--- config.mk ---
export PLATFORM = sky130hd
export DESIGN_NAME = dwc_ctrl
export DESIGN_NICKNAME = d
export VERILOG_FILES = /design/src/dwc_pkg.sv /design/src/dwc_ctrl.sv
export SDC_FILE = /design/constraint.sdc
export NUM_CORES = 1
export LEC_CHECK = 0
export ABC_AREA = 1
export BUFFER_PORTS_ARGS = -buffer_cell sky130_fd_sc_hd__clkbuf_2
export CORE_AREA = 8 8 45 47
export CTS_CLUSTER_DIAMETER = 100
export CTS_CLUSTER_SIZE = 10
export DETAILED_ROUTE_END_ITERATION = 10
export DIE_AREA = 0 0 53 55
export SETUP_SLACK_MARGIN = 0.02
export SLEW_MARGIN = 15
export SYNTH_ARGS = -nofsm -noshare
export SYNTH_HDL_FRONTEND = slang
export SYNTH_SLANG_ARGS = --single-unit
export TNS_END_PERCENT = 100
--- constraint.sdc ---
create_clock -name clk -period 1.61 [get_ports clk]
set_clock_uncertainty 0.15 [all_clocks]
set_input_delay 0.0805 -clock clk [delete_from_list [all_inputs] [get_ports clk]]
set_output_delay 0.0805 -clock clk [all_outputs]
set_load 0.01 [all_outputs]
--- src/dwc_pkg.sv ---
// ----------------------------------------------------------------------------
// dwc_pkg
// Shared types, constants and helpers for the daily usage window counter.
// ----------------------------------------------------------------------------
package dwc_pkg;

  // Field widths
  localparam int DAY_W  = 47;
  localparam int CNT_W  = 64;
  localparam int TIME_W = 64;
  localparam int USE_W  = 6;

  // Day table: depth equals the retention window, a power of two
  localparam int RETAIN_DAYS = 32;
  localparam int IDX_W       = $clog2(RETAIN_DAYS);

  // Day divider: t / 86400 = (t >> 7) / 675, taken 14 quotient bits at a time.
  // Each digit comes from a reciprocal multiply of {remainder, next 14 bits},
  // which stays below 675 * 2^14, where the reciprocal below is exact.
  localparam int                 DAY_SHIFT   = 7;
  localparam int                 DVD_W       = TIME_W - 1 - DAY_SHIFT;
  localparam int                 CHUNK_W     = 14;
  localparam int                 N_CHUNKS    = DVD_W / CHUNK_W;
  localparam int                 REM_W       = 10;
  localparam int                 PART_W      = REM_W + CHUNK_W;
  localparam logic [REM_W-1:0]   DAY_ODD     = 10'd675;
  localparam int                 RECIP_W     = 27;
  localparam logic [RECIP_W-1:0] RECIP       = 27'd101806633;
  localparam int                 RECIP_SHIFT = 36;
  localparam int                 PROD_W      = PART_W + RECIP_W;
  localparam int                 STEP_W      = $clog2(2 * N_CHUNKS);
  localparam logic [STEP_W-1:0]  DIV_LAST    = STEP_W'(2 * N_CHUNKS - 1);

  localparam logic STATUS_RECORDED = 1'b0;

  typedef struct packed {
    logic [DAY_W-1:0] day;
    logic [CNT_W-1:0] prompt;
    logic [CNT_W-1:0] output_cnt;
    logic [CNT_W-1:0] requests;
  } entry_t;

  typedef enum logic [2:0] {
    ST_IDLE,
    ST_DIVIDE,
    ST_SETUP,
    ST_SCAN,
    ST_COMMIT
  } state_t;

  typedef struct packed {
    logic start;
    logic div_step;
    logic scan_init;
    logic scan_step;
    logic commit;
  } dwc_cmd_t;

  typedef struct packed {
    logic div_last;
    logic scan_done;
  } dwc_status_t;

  function automatic logic [CNT_W-1:0] add_sat(input logic [CNT_W-1:0] a,
                                               input logic [CNT_W-1:0] b);
    logic [CNT_W:0] s;
    s = {1'b0, a} + {1'b0, b};
    return s[CNT_W] ? {CNT_W{1'b1}} : s[CNT_W-1:0];
  endfunction

endpackage

--- src/dwc_ctrl.sv ---
// ----------------------------------------------------------------------------
// dwc_ctrl
// Sequencer: divide, scan the day table, commit, hand off the result.
// ----------------------------------------------------------------------------
module dwc_ctrl import dwc_pkg::*; (
  input  logic        clk,
  input  logic        rst,
  input  logic        in_valid,
  output logic        in_ready,
  output logic        out_valid,
  input  logic        out_ready,
  input  dwc_status_t status,
  output dwc_cmd_t    cmd
);

  state_t state, state_next;
  logic   out_free;

  assign out_free = !out_valid || out_ready;

  // Next state
  always_comb begin
    state_next = state;
    case (state)
      ST_IDLE:   if (in_valid) state_next = ST_DIVIDE;
      ST_DIVIDE: if (status.div_last) state_next = ST_SETUP;
      ST_SETUP:  state_next = ST_SCAN;
      ST_SCAN:   if (status.scan_done) state_next = ST_COMMIT;
      ST_COMMIT: if (out_free) state_next = ST_IDLE;
      default:   state_next = ST_IDLE;
    endcase
  end

  // Commands
  always_comb begin
    cmd      = '0;
    in_ready = 1'b0;
    case (state)
      ST_IDLE: begin
        in_ready  = 1'b1;
        cmd.start = in_valid;
      end
      ST_DIVIDE: cmd.div_step  = 1'b1;
      ST_SETUP:  cmd.scan_init = 1'b1;
      ST_SCAN:   cmd.scan_step = 1'b1;
      ST_COMMIT: cmd.commit    = out_free;
      default:   cmd = '0;
    endcase
  end

  always_ff @(posedge clk) begin
    if (rst) begin
      state     <= ST_IDLE;
      out_valid <= 1'b0;
    end else begin
      state <= state_next;
      if (cmd.commit) out_valid <= 1'b1;
      else if (out_ready) out_valid <= 1'b0;
    end
  end

endmodule

### After elaboration in Yosys (flattened, before gate mapping)

Index checks and enable logic that the tools add are counted.

* bits of input ports: 6
* register bits: 4
* logic and storage cells: 28

* mux-type cells: 13
* equality and inequality tests: 8
* reduce and logical (&&, ||, !) cells: 5

Operator list (count)
* 3-bit case mux with 5 select lines: 1
* 3-bit 2-to-1 mux: 4
* 1-bit 2-to-1 mux: 8
* 2-bit != test, second input constant: 4
* 3-bit by 2-bit equality test with 1-bit output, second input constant: 2
* 4-bit AND reduction: 1
* 3-bit by 1-bit equality test with 1-bit output, second input constant: 1
* 3-bit equality test, second input constant: 1
* 3-bit logical NOT: 1
* 2-bit nonzero test: 1
* 1-bit logical NOT: 1
* 1-bit logical OR: 1

### Logic depth before layout (Yosys ltp)

* depth after elaboration: 4
* depth in mapped cells: 8
* gate-level depth less buffers: 8

### Worst setup path before layout

OpenSTA, ideal clock, no wires.

* kind: reg-to-reg
* start: reg state[2]
* end: reg out_valid
* buffers on the path: 0
* arrival: 1.073 ns
* period minus slack after synthesis: 1.288 ns
* stages on the path, launching flop included: 5
* data required time: 1.395 ns
* path slack: 0.322 ns
* cell sequence: dfxtp_1 -> inv_1 -> nor4_1 -> nor2_1 -> nor2_1

RTL lines
* start, declared: line dwc_ctrl.sv:16 `state_t state, state_next;`
* start signal, assigned: line dwc_ctrl.sv:56 `state <= state_next;`
* end signal, assigned: line dwc_ctrl.sv:54 `out_valid <= 1'b0;`
* end signal, assigned: line dwc_ctrl.sv:57 `if (cmd.commit) out_valid <= 1'b1;`
* end signal, assigned: line dwc_ctrl.sv:58 `else if (out_ready) out_valid <= 1'b0;`
* end, declared: line dwc_ctrl.sv:10 `output logic out_valid,`

==> flow_metrics.env <==
export IMPL_outcome="complete, no violations"
export IMPL_syn_nets=55
export IMPL_synth_top_family_by_area="simple AND/OR/NAND/NOR gates"
export IMPL_netSwitchingFraction_pct=46.8
export IMPL_grt_overflow=0
export IMPL_start_util_pct=19.7
export IMPL_rsz0062_at_grt="false"
export IMPL_startpoint_type="flop"
export IMPL_worstSetupPathType="reg -> out"
export IMPL_slew_violations=0
export IMPL_grt_pass1_wl_um=1120
export IMPL_grtUsageTotal_pct=5.41
export IMPL_powerDensity_nw_per_um2=1790
export IMPL_die_w_um=53
export IMPL_grt_pass1_vias=303
export IMPL_seqPwrFrac_pct=27.0
export IMPL_p_int_w=0.000368
export IMPL_post_route_util_pct=27.8
export IMPL_synthCells=49
export IMPL_finish_instance_area_um2=385
export IMPL_p_comb_share_pct=55.5
export IMPL_die_area_um2=2920
export IMPL_drive_gt1_share_pct=29.2
export IMPL_holdPathEnd="out_valid"
export IMPL_tns_ns=0
export IMPL_synth_simple_area_share_pct=50.5
export IMPL_first_pass_iters=4
export IMPL_detail_route_antenna_nets=0
export IMPL_timing_final_ws_setup_ns=0.147
export IMPL_reg2reg_depth=7
export IMPL_place_congestion=0.703
export IMPL_port_buffers=12
export IMPL_synth_seq_area_share_pct=29.4
export IMPL_synth_adder_area_share_pct=0
export IMPL_min_from="out_ready"
export IMPL_min_period_over_period_pct=90.9
export IMPL_rr_startpoint="state[1]"
export IMPL_relSlewSlack_pct=77.7
export IMPL_final_cell_mix="nor2_1, inv_1, clkbuf_2, nand2_1, dfxtp_1"
export IMPL_vias=329
export IMPL_dp_hpwl_um=572
export IMPL_routed_wl_um=672
export IMPL_drtIter0Drc=4
export IMPL_clkPwrFrac_pct=17.5
export IMPL_switchingPower_w=0.000323
export IMPL_diodes=0
export IMPL_required_ns=1.38
export IMPL_drcViolationCount=0
export IMPL_core_area_um2=1380
export IMPL_syn_avg_cell_area_um2=5.57
export IMPL_synth_compound_area_share_pct=3.67
export IMPL_layout_commonest_cell="nor2_1"
export IMPL_synthMuxAreaShare_pct=0
export IMPL_rows=14
export IMPL_synth_xor_area_share_pct=0
export IMPL_hold_depth=4
export IMPL_place_area_um2=353
export IMPL_crit_arrival_ns=1.23
export IMPL_max_freq_mhz=683
export IMPL_hp_class="in -> reg"
export IMPL_post_cts_buffers=0
export IMPL_power_leakage_nw=0.226
export IMPL_finalSetupViolCount=0
export IMPL_viasPerCell=4.06
export IMPL_area_growth_pct=41.3
export IMPL_die_y_um=55
export IMPL_h_tree_depth=1
export IMPL_fillers=164
export IMPL_cts_tree="done"
export IMPL_ys_types=11
export IMPL_numCtsBuffers=3
export IMPL_finalHoldViolCount=0
export IMPL_pin_count=13
export IMPL_clock_sinks=4
export IMPL_crit_fanout=6
export IMPL_synthesis_area_um2=273
export IMPL_dp_slack_ns=0.290
export IMPL_nNetsFinal=73
export IMPL_grt_max_degree=8
export IMPL_tightest_slew_ns=0.331
export IMPL_grt_antenna_before_repair=0
export IMPL_vdd_drop_max_mv=0.458
export IMPL_fin_hold_ws_ns=0.0170
export IMPL_cts_root_buffer="clkbuf_4"
export IMPL_clk_pin_slew_ns=0.04
export IMPL_timing_rr_end="state[1]"
export IMPL_drv_cap=0
export IMPL_yosysWarningCount=0
export IMPL_wl_per_cell_um=8.30
export IMPL_ys_seq_elements=4
export IMPL_cts_resized_gates=0
export IMPL_period_minus_slack_ns=1.46
export IMPL_cts_buffer_depth=2
export IMPL_r2r_slack_ns=0.29
export IMPL_clock_latency_ns=0.23
export IMPL_crit_path_end_kind="primary output"
metal layers:
layer / vias to the layer above / global-route usage, % / routed length, um
met4: 0 / 6.47 / 0
met1: 148 / 4.40 / 222
met3: 0 / 1.60 / 27
li1: 177 / - / -
met2: 4 / 9.57 / 421
met5: - / 0 / 0
cells in the mapped netlist:
| cell type | number | area (um^2) |
|---|---|---|
| nor2_1 | 13 | 48.8 |
| inv_1 | 12 | 45.0 |
| nand2_1 | 9 | 33.8 |
| dfxtp_1 | 4 | 80.1 |
| nand3_1 | 2 | 10.0 |
| nor2_2 | 2 | 12.5 |
| nor3_1 | 2 | 10.0 |
| o21ai_0 | 2 | 10.0 |
| nand2_2 | 1 | 6.26 |
| nand3_2 | 1 | 10.0 |
| nor4_1 | 1 | 6.26 |
how the worst max path moves through the flow:
stage / endpoint / start / slack (ns) / depth (start not counted)
finish: cmd[0] / state[2] / 0.15 / 3
global route: cmd[0] / state[2] / 0.05 / 3
detailed placement: state[2] / state[1] / 0.29 / 7
CTS: cmd[0] / state[2] / 0.12 / 3
floorplan: out_valid / state[2] / 0.32 / 4
global placement: state[2] / state[1] / 0.30 / 7
metrics by stage:
stage	total power [W]	instances
final	0.000691	81
after global routing	0.000778	81
after CTS	0.000709	81
after detailed placement	0.000575	77
after global placement	0.000571	77
after floorplan	0.000456	49
worst max-delay path, stage by stage, from the launching register on:
cell and delay [ns]:
dfxtp_1 0.43, inv_1 0.06, nor4_1 0.31, clkbuf_2 0.20
final cells by class:
| type | instances | area (um^2) | area share [%] |
|---|---|---|---|
| repair buffers | 13 | 70.1 | 18.2 |
| multi-input cells | 33 | 148 | 38.3 |
| inverters | 12 | 45.0 | 11.7 |
| clock buffers | 3 | 22.5 | 5.84 |
| flip-flops and latches | 4 | 80.1 | 20.8 |
| well taps | 16 | 20.0 | 5.19 |
power by group through the flow:
stage | clock, W | combinational (W) | sequential (W)
after CTS | 0.000130 | 0.000392 | 0.000186
after global placement | 0 | 0.000385 | 0.000186
final | 0.000121 | 0.000383 | 0.000186
after global routing | 0.000139 | 0.000445 | 0.000194
after floorplan | 0 | 0.000276 | 0.000180
after detailed placement | 0 | 0.000387 | 0.000188
cells by family (layout without fill, tap and decap cells):
logic type,count (synthesis),count (layout)
DFF,4,4
and+or+nand+nor,31,31
buffers and inverters,12,28
AOI/OAI and AO/OA,2,2
state kept, by name, summed over array words and instances, names as in the netlist:
register / cells
state: 3
out_valid: 1
timing repair:
action,in CTS,in global routing
setup endpoints to repair,0,0
endpoints found under the hold margin,4,0
hold buffers,1,0
No activity file was read; power rests on OpenSTA's default activity.
